==> src/hw/rtl/scd_ram.sv <==
`default_nettype none
module scd_ram #(
    parameter int WIDTH = 8,
    parameter int DEPTH = 16
) (
    input  wire logic                     clk,
    input  wire logic                     we,
    input  wire logic [$clog2(DEPTH)-1:0] addr,
    input  wire logic [WIDTH-1:0]         wdata,
    output logic      [WIDTH-1:0]         rdata
);

    logic [WIDTH-1:0] mem [DEPTH];

    // read-first: a write and a read of one address give the old word
    always_ff @(posedge clk)
    begin
        if (we)
        begin
            mem[addr] <= wdata;
        end
        rdata <= mem[addr];
    end

endmodule
`default_nettype wire

==> config.mk <==
export PLATFORM = sky130hd
export DESIGN_NAME = scd_ram
export DESIGN_NICKNAME = d
export VERILOG_FILES = /design/src/hw/rtl/scd_ram.sv
export SDC_FILE = /design/constraint.sdc
export NUM_CORES = 1
export LEC_CHECK = 0
export ABC_CLOCK_PERIOD_IN_PS = 1730
export BUFFER_PORTS_ARGS = -buffer_cell sky130_fd_sc_hd__buf_4
export CAP_MARGIN = 15
export CORE_MARGIN = 2
export CORE_UTILIZATION = 55
export CTS_CLUSTER_DIAMETER = 40
export DETAILED_ROUTE_END_ITERATION = 8
export PLACE_DENSITY = 0.78
export SLEW_MARGIN = 20
export SYNTH_ARGS = -nofsm -noshare
export SYNTH_HDL_FRONTEND = slang
export SYNTH_SLANG_ARGS = --single-unit
==> constraint.sdc <==
create_clock -name clk -period 1.73 [get_ports clk]
set_input_delay 0 -clock clk [delete_from_list [all_inputs] [get_ports clk]]
set_output_delay 0 -clock clk [all_outputs]
set_load 0.1 [all_outputs]
==> results.sh <==
export IMPL_start_kind="flip-flop"
export IMPL_timing_hold_ws_ns=0.0327
export IMPL_crit_chain="mux4_2 -> a22oi_1 -> nand2_1"
export IMPL_grt_pass1_vias=2597
export IMPL_period_minus_slack_ns=1.37
export IMPL_layout_nets=306
export IMPL_drt_wl_total_mm=10.2
export IMPL_hold_path_class="in2reg"
export IMPL_synth_fp_nets=244
export IMPL_path_clk_slew_ns=0.06
export IMPL_maxCapViolations=0
export IMPL_clock_root_buffer="clkbuf_8"
export IMPL_wl_per_cell_um=24.7
export IMPL_die_h_um=100
export IMPL_final_setup_viol_count=0
export IMPL_yosys_warnings=0
export IMPL_tightest_slew_ns=0.827
export IMPL_synth_seq_cells=136
export IMPL_drc=0
export IMPL_ys_flop_type="edfxtp_1"
export IMPL_power_density_nw_per_um2=1270
export IMPL_dpl_hpwl_mm=6.16
export IMPL_critical_path_arrival_ns=1.75
export IMPL_skew_ns=0.00654
export IMPL_cts_buffers=17
export IMPL_grt_pass1_wl_mm=15.6
export IMPL_dr_pass1_iters=4
export IMPL_r2r_end="rdata[0]"
export IMPL_syn_area_per_cell_um2=22.0
export IMPL_core_area_um2=9110
export IMPL_diodes=0
export IMPL_r2r_start="mem[2][0]"
export IMPL_grt_setup_unrepaired="false"
export IMPL_ys_async_sr_fraction=0
export IMPL_grtUsageTotal=0.227
export IMPL_r2r_slack_ns=0.36
export IMPL_hp_start="addr[1]"
export IMPL_synth_edff_count=128
export IMPL_cts_resized=0
export IMPL_io_pins=22
export IMPL_drive_gt1_frac=0.362
export IMPL_clock_latency_ns=0.51
export IMPL_required_ns=2.11
export IMPL_hold_end="mem[4][7]"
export IMPL_cts_tree="done"
export IMPL_grt_antenna_before_repair=0
export IMPL_post_place_ws_ns=0.133
export IMPL_max_slew_margin=0.447
export IMPL_p_leak_nw=2.11
export IMPL_multi_input_area_um2=1010
export IMPL_gp_congestion=0.835
export IMPL_cp_slowest_stage_delay_ns=0.50
export IMPL_start_util=0.556
export IMPL_worst_path_max_delay_cell="mux4_2"
export IMPL_place_inst=376
export IMPL_crit_type="reg2reg"
export IMPL_register_area_um2=4000
export IMPL_synth_area_um2=5070
export IMPL_peakVddDrop_uv=750
export IMPL_vias=2503
export IMPL_cpLargestDelayFamily="multiplexers"
export IMPL_netlist_instances=230
export IMPL_drt_iter0_markers=213
export IMPL_synth_seq_area_share=0.790
export IMPL_finalCritPeriodShare=0.792
export IMPL_max_freq_mhz=729
export IMPL_fin_ws_ns=0.359
export IMPL_synth_cell_type_count=18
export IMPL_cp_end_kind="flip-flop"
export IMPL_setup_tns_final_ns=0
export IMPL_cts_sinks=136
export IMPL_fillers=555
export IMPL_status="completed"
export IMPL_ctsHoldBuffers=8
export IMPL_die_area_um2=10000
export IMPL_fp_row_count=35
export IMPL_die_w_um=100
export IMPL_r2r_cells=3
export IMPL_hold_violations=0
export IMPL_ant_nets=0
export IMPL_port_buffers=21
export IMPL_finalNonFillerCells=415
export IMPL_post_cts_setup_buffer_count=0
export IMPL_path_max_fanout=1
export IMPL_crit_buf_inv=0
export IMPL_htree_num_levels=4
export IMPL_syn_to_final_growth_pct=22.5
export IMPL_cts_buffer_depth=2
export IMPL_grt_max_degree=27
export IMPL_min_path_cells=2
export IMPL_overflow=0
export IMPL_final_max_slew_viol_count=0
export IMPL_routed_via_density=6.03
-- through the flow --
| stage | area (um^2) | util | total power [mW] |
|---|---|---|---|
| floorplan | 5070 | - | 4.12 |
| global placement | 5520 | 0.606 | 4.30 |
| detailed placement | 5520 | 0.606 | 4.31 |
| CTS | 6200 | 0.681 | 7.92 |
| global route | 6210 | 0.681 | 8.11 |
| finish | 6210 | 0.681 | 7.88 |
-- state kept, by name, indices dropped and copies added, names as in the netlist --
name / flops
rdata: 8
mem: 128
-- cells by family (layout without fill, tap and decap cells) --
| group | count (synthesis) | count (layout) | share of synthesized area |
|---|---|---|---|
| muxes | 32 | 32 | 0.142 |
| buffers and inverters | 11 | 85 | 0.0119 |
| AOI/OAI and AO/OA | 16 | 16 | 0.0237 |
| DFF | 136 | 136 | 0.790 |
| and+or+nand+nor | 35 | 35 | 0.0321 |
-- placed cells by master, fill, tap and decap left out, types with 3 or more instances in the layout --
cell type	n
nor2_1	13
mux4_2	32
bufinv_16	4
dlygate4sd3_1	8
clkinv_2	4
nor3_1	3
edfxtp_1	128
nand2_1	9
buf_4	44
a22oi_1	16
dfxtp_1	8
clkbuf_16	16
-- layer usage --
metal / vias to the layer above / routed length (um) / track usage
li1: 1091 / - / -
met1: 1290 / 3870 / 0.294
met2: 109 / 5540 / 0.377
met3: 13 / 686 / 0.0564
met4: 0 / 138 / 0.0832
met5: - / 0 / 0
-- final cells by class --
type	instances	share of cell area
clock buffer	18	0.0689
tap	111	0.0224
clock inverter	13	0.0286
multi-input combinational	83	0.162
sequential	136	0.645
timing repair buffer	54	0.0726
-- power breakdown --
| part | internal [mW] | switching, mW | total, mW | leakage, nW |
|---|---|---|---|---|
| sequential | 3.68 | 0.0226 | 3.71 | 1.22 |
| clock | 2.36 | 1.26 | 3.62 | 0.298 |
| combinational | 0.189 | 0.368 | 0.557 | 0.585 |
| total | 6.23 | 1.65 | 7.88 | 2.11 |
-- worst max-delay path by stage --
stage,startpoint,endpoint,cells after the start
after floorplan,addr[2],mem[0][0],2
after global placement,addr[2],mem[2][7],3
after detailed placement,addr[3],mem[4][6],3
after CTS,mem[2][0],rdata[0],3
after global routing,mem[3][0],rdata[0],3
final,mem[2][0],rdata[0],3
-- cells in the mapped netlist (4+ instances only) --
library cell | n | area [um^2]
mux4_2 | 32 | 721
nor2_1 | 13 | 48.8
buf_1 | 4 | 15.0
dfxtp_1 | 8 | 160
nor3_1 | 4 | 20.0
nand2_1 | 9 | 33.8
edfxtp_1 | 128 | 3840
a22oi_1 | 16 | 120
Note: power is estimated with default switching activity, not from simulation.
