<file path="config.mk">
export PLATFORM = sky130hd
export DESIGN_NAME = scd_div
export DESIGN_NICKNAME = d
export VERILOG_FILES = /design/src/hw/rtl/scd_pkg.sv /design/src/hw/rtl/scd_div.sv
export SDC_FILE = /design/constraint.sdc
export NUM_CORES = 1
export LEC_CHECK = 0
export BUFFER_PORTS_ARGS = -buffer_cell sky130_fd_sc_hd__buf_4
export CAP_MARGIN = 5
export CORE_UTILIZATION = 50
export CTS_CLUSTER_SIZE = 8
export DETAILED_ROUTE_END_ITERATION = 7
export GPL_ROUTABILITY_DRIVEN = 1
export PLACE_DENSITY = 0.74
export RECOVER_POWER = 100
export SYNTH_ARGS = -nofsm -noshare
export SYNTH_HDL_FRONTEND = slang
export SYNTH_SLANG_ARGS = --single-unit
</file>
<file path="constraint.sdc">
create_clock -name clk -period 6.9 [get_ports clk]
set_clock_uncertainty 0.15 [all_clocks]
set_input_delay 0.345 -clock clk [delete_from_list [all_inputs] [get_ports clk]]
set_output_delay 0.345 -clock clk [all_outputs]
set_load 0.005 [all_outputs]
</file>
<file path="src/hw/rtl/scd_pkg.sv">
`default_nettype none
package scd_pkg;

    localparam int DEF_FRAME_STORE_PIXELS = 2097152;
    localparam int DEF_HISTORY_DEPTH      = 5;

    localparam int CFG_W     = 16;
    localparam int DIM_W     = 13;
    localparam int LUMA_W    = 8;
    localparam int SCORE_W   = 16;
    localparam int THR_W     = 17;
    localparam int T10_W     = 21;
    localparam int PROD_W    = 2 * DIM_W;

    localparam logic [DIM_W-1:0]   RST_FRAME_WIDTH  = 13'd1920;
    localparam logic [DIM_W-1:0]   RST_FRAME_HEIGHT = 13'd1080;
    localparam logic [SCORE_W-1:0] RST_SCORE_FLOOR  = 16'd1280;
    localparam logic [SCORE_W-1:0] RST_STRONG_SCORE = 16'd12800;

    // floor(x / 10) == (x * RECIP_TEN) >> RECIP_SHIFT for every x below 2^22
    localparam int RECIP_W     = 20;
    localparam logic [RECIP_W-1:0] RECIP_TEN = 20'd838861;
    localparam int RECIP_SHIFT = 23;

    typedef enum logic [1:0] {
        REG_FRAME_WIDTH  = 2'd0,
        REG_FRAME_HEIGHT = 2'd1,
        REG_SCORE_FLOOR  = 2'd2,
        REG_STRONG_SCORE = 2'd3
    } scd_reg_t;

    typedef struct packed {
        logic                 valid;
        logic [SCORE_W-1:0]   score;
    } scd_score_t;

endpackage
`default_nettype wire

</file>
<file path="src/hw/rtl/scd_div.sv">
`default_nettype none
module scd_div #(
    parameter int NW = 29,
    parameter int DW = 22
) (
    input  wire logic          clk,
    input  wire logic          rst_n,
    input  wire logic          start,
    input  wire logic [NW-1:0] dividend,
    input  wire logic [DW-1:0] divisor,
    input  wire logic          take,
    output scd_pkg::scd_score_t result,
    output logic               busy
);
    import scd_pkg::*;

    // quotient of (dividend * 256) / divisor, one bit per cycle
    localparam int STEPS = NW + LUMA_W;
    localparam int CNT_W = $clog2(STEPS + 1);

    logic                run_reg, run_next;
    logic                done_reg, done_next;
    logic [CNT_W-1:0]    cnt_reg, cnt_next;
    logic [STEPS-1:0]    dvd_reg, dvd_next;
    logic [DW-1:0]       den_reg, den_next;
    logic [DW-1:0]       rem_reg, rem_next;
    logic [SCORE_W-1:0]  quot_reg, quot_next;
    logic [DW:0]         rem_sh;
    logic [DW:0]         rem_sub;
    logic                ge;

    assign rem_sh  = {rem_reg, dvd_reg[STEPS-1]};
    assign ge      = rem_sh >= {1'b0, den_reg};
    assign rem_sub = rem_sh - {1'b0, den_reg};

    always_comb
    begin
        run_next  = run_reg;
        done_next = done_reg;
        cnt_next  = cnt_reg;
        dvd_next  = dvd_reg;
        den_next  = den_reg;
        rem_next  = rem_reg;
        quot_next = quot_reg;
        if (start)
        begin
            run_next  = 1'b1;
            cnt_next  = '0;
            dvd_next  = {dividend, {LUMA_W{1'b0}}};
            den_next  = divisor;
            rem_next  = '0;
            quot_next = '0;
        end
        else if (run_reg)
        begin
            dvd_next  = {dvd_reg[STEPS-2:0], 1'b0};
            rem_next  = ge ? rem_sub[DW-1:0] : rem_sh[DW-1:0];
            // true quotient fits in the score width, upper bits are zero
            quot_next = {quot_reg[SCORE_W-2:0], ge};
            cnt_next  = cnt_reg + 1'b1;
            if (cnt_reg == CNT_W'(STEPS - 1))
            begin
                run_next  = 1'b0;
                done_next = 1'b1;
            end
        end
        else if (done_reg && take)
        begin
            done_next = 1'b0;
        end
    end

    always_ff @(posedge clk or negedge rst_n)
    begin
        if (!rst_n)
        begin
            run_reg  <= 1'b0;
            done_reg <= 1'b0;
            cnt_reg  <= '0;
        end
        else
        begin
            run_reg  <= run_next;
            done_reg <= done_next;
            cnt_reg  <= cnt_next;
        end
    end

    always_ff @(posedge clk)
    begin
        dvd_reg  <= dvd_next;
        den_reg  <= den_next;
        rem_reg  <= rem_next;
        quot_reg <= quot_next;
    end

    assign result.valid = done_reg;
    assign result.score = quot_reg;
    assign busy         = run_reg | done_reg;

endmodule
`default_nettype wire

</file>
==> reports/metrics.yaml <==
status: "finished, violations left"
violations: "max-capacitance violations, max-slew violations"
numCtsBuffers: 9
power_leakage_nw: 2.67
cts_sinks: 97
dieArea_mm2: 0.0104
synthCells: 448
grt_max_degree: 66
p_per_area_mw_per_mm2: 295
p_clk_share_pct: 19.6
cp_top_family: "buffers and inverters"
drive_gt1_share_pct: 24.4
num_rows: 36
wirelength_mm: 9.74
critPathMaxFanout: 42
first_pass_iters: 4
slew-limit-headroom_pct: -109
async_flop_share_pct: 8.25
slowest_delay_ns: 1.45
worstSetupEndpointType: "flip-flop"
period_minus_slack_ns: 4.28
ys_warn_count: 0
die_x_um: 102
antenna_found_initial: 0
setup_viol: 0
internal_power_mw: 1.16
dp_hpwl_mm: 6.80
period_share_pct: 62.1
fin_hold_ws_ns: 0.101
grt_usage_pct: 20.5
timing_hold_violations_final: 0
min_to: "dvd_reg[8]$_SDFFCE_PN0P_"
fin_setup_tns_ns: 0
coreArea_mm2: 0.00973
syn_avg_cell_area_um2: 11.1
start_util_pct: 51.2
synth_edf_count: 51
synth_ff_type: "edfxtp_1"
port_buffers: 72
whs_path_depth: 2
syn-cell-area_mm2: 0.00498
hold_class: "input port to flip-flop"
path_class: "flip-flop to flip-flop"
ir_drop_mv: 0.209
h-tree-depth: 3
grt_pass1_vias: 3529
maxCapViolCount: 2
clockRootBuffer: "clkbuf_8"
vias_per_cell: 5.37
drv_slew: 109
rsz0062_at_grt: "no"
r2r_start: "run_reg$_DFF_PN0_"
largest_reg_flops: 29
r2r_slack_ns: 2.62
die_h_um: 102
cts_setup_buffers: 0
crit_chain: "clkbuf_1 > nor2_1 > inv_1"
initialDrtViolationCount: 82
drc: 0
synth_nets: 528
postCtsHoldBufs: 23
cts.path.max_buffers: 2
critPathArrivalTime_ns: 4.14
postLayoutCellArea_mm2: 0.00600
cp_num_buf_inv: 2
nets: 619
power_frac_seq_pct: 42.6
pwr-share-comb_pct: 37.8
synthDistinctLibCells: 60
start_kind: "flip-flop"
fin_util_pct: 61.6
r2r_cells: 3
ys_seq_area_share_pct: 50.1
swShare_pct: 34.5
placed_area_mm2: 0.00561
vias: 3638
insertion_delay_ns: 0.38
worst_slew_pin_slew_ns: 3.14
grt_pass1_wl_mm: 16.2
routabilityCongestion: 0.865
required_ns: 6.76
io_pins: 73
switchingPower_uw: 610
cts_tree: "done"
cts-resized-gates: 0
r2r_end: "dvd_reg[21]$_DFFE_PP_"
min_from: "dividend[0]"
clk_pin_slew_ns: 0.09
area_growth_syn_to_layout_pct: 20.5
crit_path_top_delay_cell: "clkbuf_1"
diodes: 0
grt.overflow.total: 0
max_freq_mhz: 233
ant_nets: 0
wl_per_cell_um: 14.4
ys_ff_latch: 97
## through the flow
stage	total power [mW]	cells	setup slack [ns]
after floorplan	1.29	448	4.39
after global placement	1.41	638	3.92
after detailed placement	1.42	638	3.82
after CTS	1.78	677	3.79
after global routing	1.89	677	2.14
final	1.77	677	2.62
## cell type report
type	count	area, um2
Clock inverter	5	38.8
Tap cell	133	166
Inverter	32	120
Fill cell	835	3730
Timing Repair Buffer	97	771
Multi-Input combinational cell	302	2270
Clock buffer	11	141
Sequential cell	97	2490
## layer usage
metal | routed length (um) | vias to the layer above | global-route usage [%] | part of all wire, %
li1 | - | 1814 | - | -
met1 | 4360 | 1727 | 24.4 | 45
met2 | 4650 | 77 | 34.1 | 48
met3 | 521 | 20 | 6.83 | 5.4
met4 | 201 | 0 | 7.92 | 2.1
met5 | 0 | - | 0 | 0
## cells by family (layout without fill, tap and decap cells)
group,count (synthesis),after routing,share of synthesized area [%]
AO/OA/AOI/OAI,96,96,13.6
XOR/XNOR,20,20,3.52
adder cells (fa/ha/maj),25,25,6.43
buffers and inverters,49,145,4.27
flip-flops,97,97,50.1
multiplexers,57,57,12.2
AND/OR/NAND/NOR,104,104,9.90
## worst max path at each step
stage	startpoint	end	slack [ns]	depth (start not counted)
final	run_reg$_DFF_PN0_	dvd_reg[21]$_DFFE_PP_	2.62	3
after CTS	den_reg[10]$_DFFE_PP_	rem_reg[1]$_SDFFE_PP0P_	3.79	10
after floorplan	den_reg[3]$_DFFE_PP_	rem_reg[10]$_SDFFE_PP0P_	4.39	11
after global routing	run_reg$_DFF_PN0_	rem_reg[20]$_SDFFE_PP0P_	2.14	5
after detailed placement	den_reg[10]$_DFFE_PP_	rem_reg[1]$_SDFFE_PP0P_	3.82	10
after global placement	den_reg[16]$_DFFE_PP_	rem_reg[2]$_SDFFE_PP0P_	3.92	8
## cells in the final DEF, fill, tap and decap left out, types with 3 or more instances in the layout
master          n
a311oi_1        3
or3_2           3
dfxtp_1        38
clkbuf_1        5
and3_1          3
dlygate4sd3_1  23
a21o_1          7
a211oi_1       14
a21oi_1        21
nand2_1        13
a31o_2          3
nand3_1        10
edfxtp_1       51
ha_1           24
nand2b_1        3
o21bai_1        4
nor3_1          6
mux2i_1        29
nor2_1         48
xnor2_1        10
xor2_1         10
clkbuf_4       39
and2_1          3
clkbuf_8       10
a31oi_1         4
dfrtp_1         8
inv_1          31
buf_4          31
mux2_2         28
nand4_1         4
a32oi_1         5
o211a_1         3
o21ai_0        15
## power groups by stage
stage | Sequential [mW] | Combinational (mW) | Clock, mW
finish | 0.754 | 0.668 | 0.347
global placement | 0.763 | 0.643 | 0
floorplan | 0.748 | 0.542 | 0
detailed placement | 0.766 | 0.657 | 0
CTS | 0.753 | 0.671 | 0.359
global route | 0.764 | 0.744 | 0.382
## cell usage after synthesis (all sizes together) (8+ instances only)
master,number,area [um2]
o21ai,15,75.1
a21o,8,61.3
mux2i,29,290
nand2,14,55.1
xor2,10,87.6
edfxtp,51,1530
xnor2,10,87.6
ha,24,300
nand3,11,60.1
a211oi,14,105
inv,31,116
dfrtp,8,200
a21oi,23,123
dfxtp,38,761
buf,10,66.3
nor2,49,186
mux2,28,315
Note: power is estimated with default switching activity, not from simulation.
