[config.mk]
export PLATFORM = sky130hd
export DESIGN_NAME = scd_decide
export DESIGN_NICKNAME = d
export VERILOG_FILES = /design/src/hw/rtl/scd_pkg.sv /design/src/hw/rtl/scd_decide.sv
export SDC_FILE = /design/constraint.sdc
export NUM_CORES = 1
export LEC_CHECK = 0
export ABC_AREA = 1
export CAP_MARGIN = 20
export CELL_PAD_IN_SITES_DETAIL_PLACEMENT = 0
export CELL_PAD_IN_SITES_GLOBAL_PLACEMENT = 1
export CORE_ASPECT_RATIO = 0.9
export CORE_MARGIN = 3
export CORE_UTILIZATION = 52
export DETAILED_ROUTE_END_ITERATION = 7
export DONT_BUFFER_PORTS = 1
export HOLD_SLACK_MARGIN = 0.05
export PLACE_DENSITY = 0.89
export SLEW_MARGIN = 15
export SYNTH_ARGS = -nofsm -noshare
export SYNTH_HDL_FRONTEND = slang
export SYNTH_SLANG_ARGS = --single-unit
[constraint.sdc]
create_clock -name clk -period 6.2 [get_ports clk]
set_input_delay 0.62 -clock clk [delete_from_list [all_inputs] [get_ports clk]]
set_output_delay 0.62 -clock clk [all_outputs]
set_load 0.01 [all_outputs]
[src/hw/rtl/scd_pkg.sv]
`default_nettype none
package scd_pkg;

    localparam int DEF_FRAME_STORE_PIXELS = 2097152;
    localparam int DEF_HISTORY_DEPTH      = 5;

    localparam int CFG_W     = 16;
    localparam int DIM_W     = 13;
    localparam int LUMA_W    = 8;
    localparam int SCORE_W   = 16;
    localparam int THR_W     = 17;
    localparam int T10_W     = 21;
    localparam int PROD_W    = 2 * DIM_W;

    localparam logic [DIM_W-1:0]   RST_FRAME_WIDTH  = 13'd1920;
    localparam logic [DIM_W-1:0]   RST_FRAME_HEIGHT = 13'd1080;
    localparam logic [SCORE_W-1:0] RST_SCORE_FLOOR  = 16'd1280;
    localparam logic [SCORE_W-1:0] RST_STRONG_SCORE = 16'd12800;

    // floor(x / 10) == (x * RECIP_TEN) >> RECIP_SHIFT for every x below 2^22
    localparam int RECIP_W     = 20;
    localparam logic [RECIP_W-1:0] RECIP_TEN = 20'd838861;
    localparam int RECIP_SHIFT = 23;

    typedef enum logic [1:0] {
        REG_FRAME_WIDTH  = 2'd0,
        REG_FRAME_HEIGHT = 2'd1,
        REG_SCORE_FLOOR  = 2'd2,
        REG_STRONG_SCORE = 2'd3
    } scd_reg_t;

    typedef struct packed {
        logic                 valid;
        logic [SCORE_W-1:0]   score;
    } scd_score_t;

endpackage
`default_nettype wire

[src/hw/rtl/scd_decide.sv]
`default_nettype none
module scd_decide #(
    parameter int HISTORY_DEPTH = 5
) (
    input  wire logic                         clk,
    input  wire logic                         rst_n,
    input  wire logic                         clear_hist,
    input  wire scd_pkg::scd_score_t          score_in,
    output logic                              take,
    output logic                              busy,
    input  wire logic [scd_pkg::SCORE_W-1:0]  score_floor,
    input  wire logic [scd_pkg::SCORE_W-1:0]  strong_score,
    output logic                              out_valid,
    input  wire logic                         out_ready,
    output logic      [scd_pkg::SCORE_W-1:0]  mean_difference,
    output logic      [scd_pkg::THR_W-1:0]    adaptive_threshold,
    output logic                              scene_change,
    output logic      [scd_pkg::SCORE_W-1:0]  change_number
);
    import scd_pkg::*;

    localparam int IW  = $clog2(HISTORY_DEPTH);
    localparam int MW  = T10_W + RECIP_W;

    typedef enum logic [2:0] {
        ST_IDLE,
        ST_SCAN,
        ST_CALC,
        ST_MULT,
        ST_EMIT
    } state_t;

    state_t              state_reg;
    logic [SCORE_W-1:0]  hist_reg [HISTORY_DEPTH];
    logic [1:0]          fc_reg;
    logic [IW-1:0]       idx_reg;
    logic [SCORE_W-1:0]  score_reg;
    logic [SCORE_W-1:0]  mx_reg;
    logic [SCORE_W-1:0]  mn_reg;
    logic [T10_W-1:0]    t10_reg;
    logic                flag_reg;
    logic [MW-1:0]       prod_reg;
    logic [SCORE_W-1:0]  cnt_reg;
    logic                out_valid_reg;
    logic [SCORE_W-1:0]  mean_reg;
    logic [THR_W-1:0]    thr_reg;
    logic                change_reg;
    logic [SCORE_W-1:0]  num_reg;

    logic [SCORE_W-1:0]  hval;
    logic [T10_W-1:0]    t10_calc;
    logic [T10_W-1:0]    s10;
    logic [T10_W-1:0]    s4;
    logic                flag_calc;

    assign hval     = hist_reg[idx_reg];
    assign t10_calc = (T10_W'(mx_reg) << 4) + (T10_W'(mx_reg) << 1) - (T10_W'(mn_reg) << 3);
    assign s10      = (T10_W'(score_reg) << 3) + (T10_W'(score_reg) << 1);
    assign s4       = T10_W'(score_reg) << 2;
    // history warm-up count, floor rule, then ratio window, then strong score
    assign flag_calc = (fc_reg == 2'd3) && (score_reg >= score_floor) && !(s10 < t10_calc)
                       && ((s4 > t10_calc) || (score_reg > strong_score));

    always_ff @(posedge clk or negedge rst_n)
    begin
        if (!rst_n)
        begin
            state_reg     <= ST_IDLE;
            fc_reg        <= '0;
            idx_reg       <= '0;
            cnt_reg       <= '0;
            out_valid_reg <= 1'b0;
            for (int i = 0; i < HISTORY_DEPTH; i++)
            begin
                hist_reg[i] <= '0;
            end
        end
        else
        begin
            if (out_valid_reg && out_ready)
            begin
                out_valid_reg <= 1'b0;
            end
            unique case (state_reg)
                ST_IDLE:
                begin
                    if (clear_hist)
                    begin
                        fc_reg <= '0;
                        for (int i = 0; i < HISTORY_DEPTH; i++)
                        begin
                            hist_reg[i] <= '0;
                        end
                    end
                    else if (score_in.valid)
                    begin
                        for (int i = 0; i < HISTORY_DEPTH - 1; i++)
                        begin
                            hist_reg[i] <= hist_reg[i+1];
                        end
                        hist_reg[HISTORY_DEPTH-1] <= score_in.score;
                        score_reg <= score_in.score;
                        if (fc_reg != 2'd3)
                        begin
                            fc_reg <= fc_reg + 2'd1;
                        end
                        idx_reg   <= '0;
                        state_reg <= ST_SCAN;
                    end
                end
                ST_SCAN:
                begin
                    if (idx_reg == '0)
                    begin
                        mx_reg <= hval;
                        mn_reg <= hval;
                    end
                    else
                    begin
                        if (hval > mx_reg)
                        begin
                            mx_reg <= hval;
                        end
                        if (hval < mn_reg)
                        begin
                            mn_reg <= hval;
                        end
                    end
                    idx_reg <= idx_reg + 1'b1;
                    if (idx_reg == IW'(HISTORY_DEPTH - 2))
                    begin
                        state_reg <= ST_CALC;
                    end
                end
                ST_CALC:
                begin
                    t10_reg   <= t10_calc;
                    flag_reg  <= flag_calc;
                    state_reg <= ST_MULT;
                end
                ST_MULT:
                begin
                    prod_reg  <= MW'(t10_reg) * MW'(RECIP_TEN);
                    state_reg <= ST_EMIT;
                end
                ST_EMIT:
                begin
                    if (!out_valid_reg)
                    begin
                        out_valid_reg <= 1'b1;
                        mean_reg      <= score_reg;
                        thr_reg       <= prod_reg[RECIP_SHIFT +: THR_W];
                        change_reg    <= flag_reg;
                        num_reg       <= cnt_reg;
                        if (flag_reg)
                        begin
                            cnt_reg <= cnt_reg + 1'b1;
                        end
                        state_reg <= ST_IDLE;
                    end
                end
                default:
                begin
                    state_reg <= ST_IDLE;
                end
            endcase
        end
    end

    assign take               = (state_reg == ST_IDLE) && !clear_hist;
    assign busy               = (state_reg != ST_IDLE) || out_valid_reg;
    assign out_valid          = out_valid_reg;
    assign mean_difference    = mean_reg;
    assign adaptive_threshold = thr_reg;
    assign scene_change       = change_reg;
    assign change_number      = num_reg;

endmodule
`default_nettype wire

==> results.sh, run 1 <==
export IMPL_yosysSeqAreaShare_pct=32.12
export IMPL_synth_area_per_cell_um2=9.484
export IMPL_yosys_area_share_simple_pct=10.46
export IMPL_grt_overflow=0
export IMPL_cp_arrival_ns=6.27
export IMPL_period_share_pct=96.22
export IMPL_fmax_ghz=0.1676
export IMPL_setup_ws_ns=0.2344
export IMPL_slew_viol_final=0
export IMPL_worst_slew_pin_slew_ns=0.9564
export IMPL_initial_core_util_pct=52.84
export IMPL_postSynthCellCount=2203
export IMPL_drv_cap=0
export IMPL_slew_headroom_pct=35.56
export IMPL_r2r_end="prod_reg[37]"
export IMPL_grt_pass1_vias=15500
export IMPL_rows=69
export IMPL_synth_cell_type_count=55
export IMPL_pin_count=106
export IMPL_hold_class="in2reg"
export IMPL_core_area_um2=39540
export IMPL_hold_violations=0
export IMPL_drive_gt1_share_pct=4.931
export IMPL_cts_buffers=27
export IMPL_synth_top_family_by_area="adder cells"
export IMPL_outcome="finished, final reports clean"
export IMPL_layout_common_cells="inv_1, ha_1, nand2_1"
export IMPL_path_class="reg2reg"
export IMPL_final_common_cell="inv_1"
export IMPL_wl_per_cell_um=18.84
export IMPL_grt_max_degree=106
export IMPL_cp_max_fo=7
export IMPL_nets=2763
export IMPL_clock_skew_ns=0.02498
export IMPL_synth_mux_area_share_pct=0.1018
export IMPL_synth_edff_count=136
export IMPL_holdPathEnd="score_reg[12]"
export IMPL_die_x_um=217.3
export IMPL_synth_fa_ha_area_share_pct=33.92
export IMPL_rr_worst_depth=19
export IMPL_dr_pass1_iters=5
export IMPL_synth_compound_area_share_pct=10.78
export IMPL_post_place_ws_ns=0.2004
export IMPL_finalSetupViolCount=0
export IMPL_clkLatencyLatePin_ns=0.57
export IMPL_antenna_found_initial=0
export IMPL_cts_num_sinks=241
export IMPL_gp_congestion=0.9489
export IMPL_synth_nets=2736
export IMPL_netlist_area_um2=20890
export IMPL_drtIter0Drc=1043
export IMPL_grt_pass1_wl_mm=83.20
export IMPL_drc_errors=0
export IMPL_ys_ff_latch=241
export IMPL_min_from="score_in[12]"
export IMPL_cts_root_buf="clkbuf_16"
export IMPL_crit_path_end_kind="register"
export IMPL_worstPathRequired_ns=6.50
export IMPL_synth_xor_area_share_pct=3.102
export IMPL_die_area_um2=42630
export IMPL_vias=15090
export IMPL_vias_per_cell=5.423
export IMPL_synth_warnings=0
export IMPL_die_y_um=196.2
export IMPL_dp_hpwl_mm=42.84
export IMPL_synth_async_reset_ratio_pct=43.57
export IMPL_ys_flop_type="edfxtp_1"
export IMPL_htree_levels=1
export IMPL_cts_tree="yes"
export IMPL_syn_to_final_growth_pct=7.779
export IMPL_clk_pin_slew_worst_paths_ns=0.06
export IMPL_port_buffer_count=0
export IMPL_min_period_ns=5.966
export IMPL_ant_nets=0
export IMPL_holdPathStages=0
export IMPL_rsz0062_at_grt="true"
export IMPL_clk_path_buf_depth=3
export IMPL_rr_startpoint="t10_reg[2]"
export IMPL_diodes=0
export IMPL_grt_usage_pct=24.81
export IMPL_largest_register_ffs=80
export IMPL_regToRegSetupSlack_ns=0.23
export IMPL_start_kind="register"
export IMPL_finalWirelength_mm=52.43
logic make-up after synthesis:
kind of cell,Yosys count
DFF,241
buffers and inverters,510
muxes,2
xor gates and xnor gates,74
and+or+nand+nor,499
adders and majority gates,480
AOI/OAI and AO/OA,397
metal layers:
metal | vias to the layer above | wire length [µm] | global-route usage, % | share of wire [%]
met5 | - | 0 | 0 | 0
met4 | 0 | 1969 | 8.237 | 3.8
met3 | 104 | 2469 | 3.237 | 4.7
li1 | 7327 | - | - | -
met1 | 7246 | 23360 | 33.72 | 45
met2 | 416 | 24630 | 41.39 | 47
stage by stage:
step / hold WS (ns) / setup TNS [ns] / util [%] / cell area, µm² / cells
floorplan: 0.3244 / 0 / - / 20890 / 2203
global placement: 0.3265 / 0 / 54.42 / 21520 / 2723
detailed placement: 0.3265 / 0 / 54.42 / 21520 / 2723
global route: 0.1207 / -0.02413 / 56.95 / 22520 / 2783
finish: 0.1403 / 0 / 56.95 / 22520 / 2783
CTS: 0.1168 / 0 / 56.77 / 22450 / 2775
how the worst max path moves through the flow:
stage                   endpoint   startpoint  slack, ns
floorplan           prod_reg[35]   t10_reg[7]       0.84
global placement    prod_reg[36]   t10_reg[8]       0.18
detailed placement  prod_reg[35]   t10_reg[6]       0.20
CTS                 prod_reg[36]   t10_reg[8]       0.18
global route        prod_reg[36]  t10_reg[12]      -0.02
finish              prod_reg[37]   t10_reg[2]       0.23
cell usage after synthesis, types with 8 or more instances:
master    instances  share of area, %
clkbuf_1          8              0.14
o22ai_1          64               1.9
nand4_1          19              0.57
fa_1            144                14
nor3_1           15              0.36
a21o_1           17              0.61
buf_6             8              0.43
nand3_1          64               1.5
ha_1            336                20
xor2_1           55               2.3
edfxtp_1        136                20
inv_1           475               8.5
nor2_1          104               1.9
dfrtp_1         105                13
o21a_1           11              0.40
buf_2             9              0.22
o21bai_1         10              0.36
xnor2_1          19              0.80
o21ai_0         117               2.8
a21oi_1         145               3.5
nand2_1         263               4.7
o211ai_1          9              0.32
repair_timing:
action | CTS | global route
hold buffers | 2 | 0
resized for setup | 0 | 4
endpoints found under the setup margin | 0 | 6
setup buffers | 0 | 8
hold endpoints to repair | 105 | 0
worst max-delay path: stages, from the launching register on:
cell,delay [ns]
edfxtp_1,0.51
ha_1,0.43
ha_1,0.33
inv_1,0.06
fa_1,0.56
inv_1,0.08
fa_1,0.50
fa_1,0.51
fa_1,0.54
inv_1,0.05
fa_1,0.49
inv_1,0.04
ha_1,0.30
nand2_1,0.08
nor2_1,0.15
nand2_1,0.10
nor4_1,0.61
nand3b_1,0.14
nand3_1,0.14
xor2_1,0.07
layout make-up:
type | count | area, µm²
timing repair buffer | 28 | 232.7
sequential | 241 | 6711
tap | 532 | 665.6
fill | 3473 | 17020
clock buffer | 34 | 732.0
multi-input combinational | 1452 | 12210
inverter | 480 | 1802
clock inverter | 16 | 162.7
Power of run 1 is left out: the tool's default activity adds up to more than one toggle a clock period on the data nets, which glitch-free logic cannot reach.
==> run 2, diff against run 1 <==
--- a/config.mk
+++ b/config.mk
@@ -11,11 +11,12 @@
 export CELL_PAD_IN_SITES_GLOBAL_PLACEMENT = 1
 export CORE_ASPECT_RATIO = 0.9
 export CORE_MARGIN = 3
-export CORE_UTILIZATION = 52
+export CORE_UTILIZATION = 47
 export DETAILED_ROUTE_END_ITERATION = 7
 export DONT_BUFFER_PORTS = 1
 export HOLD_SLACK_MARGIN = 0.05
-export PLACE_DENSITY = 0.89
+export PLACE_DENSITY = 0.85
+export RECOVER_POWER = 50
 export SLEW_MARGIN = 15
 export SYNTH_ARGS = -nofsm -noshare
 export SYNTH_HDL_FRONTEND = slang
==> constraint.sdc (replaced) <==
create_clock -name clk -period 5 [get_ports clk]
set_input_delay 0.5 -clock clk [delete_from_list [all_inputs] [get_ports clk]]
set_output_delay 0.5 -clock clk [all_outputs]
set_load 0.01 [all_outputs]
==> run 2 against run 1 <==
The run now ends with capacitance limit, slew limit, setup timing left. Core utilization up 0.76 points. First-iteration DRC count down 3.5%. Die area up 10%.
==> results.sh, run 2 (same netlist as run 1, synthesis figures left out) <==
export IMPL_outcome="finished, violations left"
export IMPL_violations="capacitance limit, slew limit, setup timing"
export IMPL_met2WireLength_mm=27.92
export IMPL_nets=2947
export IMPL_grt_usage_pct=24.12
export IMPL_clkLatencyLatePin_ns=0.56
export IMPL_slew_headroom_pct=-77.38
export IMPL_clk_pin_slew_worst_paths_ns=0.06
export IMPL_dr_pass1_iters=5
export IMPL_vias_per_cell=5.232
export IMPL_path_class="reg2reg"
export IMPL_pin_count=106
export IMPL_rr_worst_depth=22
export IMPL_wl_per_cell_um=18.58
export IMPL_met3WireLength_mm=2.335
export IMPL_dp_hpwl_mm=45.38
export IMPL_cts_num_sinks=241
export IMPL_worstPathRequired_ns=5.30
export IMPL_min_from="score_in[7]"
export IMPL_setup_ws_ns=-0.3041
export IMPL_cts_buffers=26
export IMPL_rows=72
export IMPL_fillers=3796
export IMPL_largest_register_ffs=80
export IMPL_min_period_ns=5.304
export IMPL_hold_class="in2reg"
export IMPL_drc_errors=0
export IMPL_slew_viol_final=106
export IMPL_cp_max_fo=3
export IMPL_dp_cells=2931
export IMPL_final_cells=3026
export IMPL_dr_max_layer_used="met4"
export IMPL_gp_congestion=0.9540
export IMPL_drv_cap=1
export IMPL_diodes=0
export IMPL_worst_slew_pin_slew_ns=2.661
export IMPL_post_place_ws_ns=-0.5486
export IMPL_htree_levels=1
export IMPL_die_y_um=206.0
export IMPL_die_x_um=228.3
export IMPL_period_share_pct=106.1
export IMPL_syn_to_final_growth_pct=19.94
export IMPL_rr_startpoint="t10_reg[6]"
export IMPL_place_area_um2=23300
export IMPL_cts_tree="yes"
export IMPL_grt_pass1_wl_mm=89.96
export IMPL_finalWirelength_mm=56.23
export IMPL_start_kind="register"
export IMPL_initial_core_util_pct=48.12
export IMPL_finalSetupViolCount=17
export IMPL_final_common_cell="inv_1"
export IMPL_fin_area_um2=25060
export IMPL_vias=15830
export IMPL_grt_pass1_vias=16550
export IMPL_holdPathEnd="hist_reg[7]"
export IMPL_setup_tns_ns=-4.082
export IMPL_ant_nets=0
export IMPL_rsz0062_at_grt="true"
export IMPL_regToRegSetupSlack_ns=-0.30
export IMPL_die_area_um2=47030
export IMPL_cts_root_buf="clkbuf_16"
export IMPL_grt_overflow=0
export IMPL_holdPathStages=2
export IMPL_crit_path_end_kind="register"
export IMPL_layout_common_cells="inv_1, ha_1, nand2_1"
export IMPL_hold_violations=0
export IMPL_drive_gt1_share_pct=17.09
export IMPL_cp_arrival_ns=5.60
export IMPL_clk_path_buf_depth=3
export IMPL_fmax_ghz=0.1885
export IMPL_grt_max_degree=106
export IMPL_core_area_um2=43420
export IMPL_drtIter0Drc=1006
export IMPL_clock_skew_ns=0.02014
export IMPL_r2r_end="prod_reg[33]"
export IMPL_wl_met1_mm=24.54
export IMPL_port_buffer_count=0
export IMPL_antenna_found_initial=0
-- run 2: worst max path at each step --
stage | cells past startpoint | from | to | slack (ns)
2_1_floorplan | 23 | t10_reg[11] | prod_reg[32] | 0.001
3_3_place_gp | 20 | t10_reg[11] | prod_reg[30] | -0.51
3_5_place_dp | 20 | t10_reg[12] | prod_reg[30] | -0.55
4_1_cts | 21 | t10_reg[1] | prod_reg[39] | -0.31
5_1_grt | 23 | t10_reg[6] | prod_reg[32] | -0.57
6_report | 22 | t10_reg[6] | prod_reg[33] | -0.30
-- run 2: layout make-up --
cell class / instances / area (µm²) / share of cell area [%]
Clock buffer: 37 / 753.2 / 3.006
Clock inverter: 11 / 141.4 / 0.5642
Inverter: 480 / 1804 / 7.200
Multi-Input combinational cell: 1452 / 13240 / 52.85
Sequential cell: 241 / 6711 / 26.78
Tap cell: 592 / 740.7 / 2.956
Timing Repair Buffer: 213 / 1664 / 6.641
-- run 2: worst max-delay path, stage by stage (launching register included) --
cell      delay (ns)
edfxtp_1        0.51
ha_4            0.31
ha_4            0.26
inv_2           0.03
fa_1            0.49
inv_1           0.05
fa_1            0.48
fa_1            0.50
fa_1            0.50
inv_1           0.05
fa_1            0.49
inv_2           0.05
ha_4            0.24
buf_6           0.12
nand2_4         0.06
o21ai_1         0.07
buf_4           0.14
buf_6           0.11
nand2_1         0.05
nand2_1         0.06
a211oi_2        0.18
nand2_1         0.13
xor2_1          0.16
-- run 2: per-stage QoR --
stage | hold slack [ns] | utilization (%)
after detailed placement | 0.2069 | 53.66
after CTS | 0.05331 | 57.14
after global routing | 0.08448 | 57.71
after floorplan | 0.2044 | -
after global placement | 0.2072 | 53.66
final | 0.08036 | 57.71
-- run 2: metal layers --
metal  GRT usage [%]  up-vias
li1                -     7690
met1           31.87     7705
met2           42.75      360
met3           2.784       77
met4           5.681        0
met5               0        -
-- run 2: timing repair --
item / 4_1_cts / 5_1_grt
pin swaps: 41 / 41
endpoints found under the setup margin: 17 / 17
buffers inserted: 14 / 15
endpoints found under the hold margin: 134 / 0
hold buffers: 19 / 0
gates resized for setup: 87 / 48
Power of run 2 is left out for the same reason.
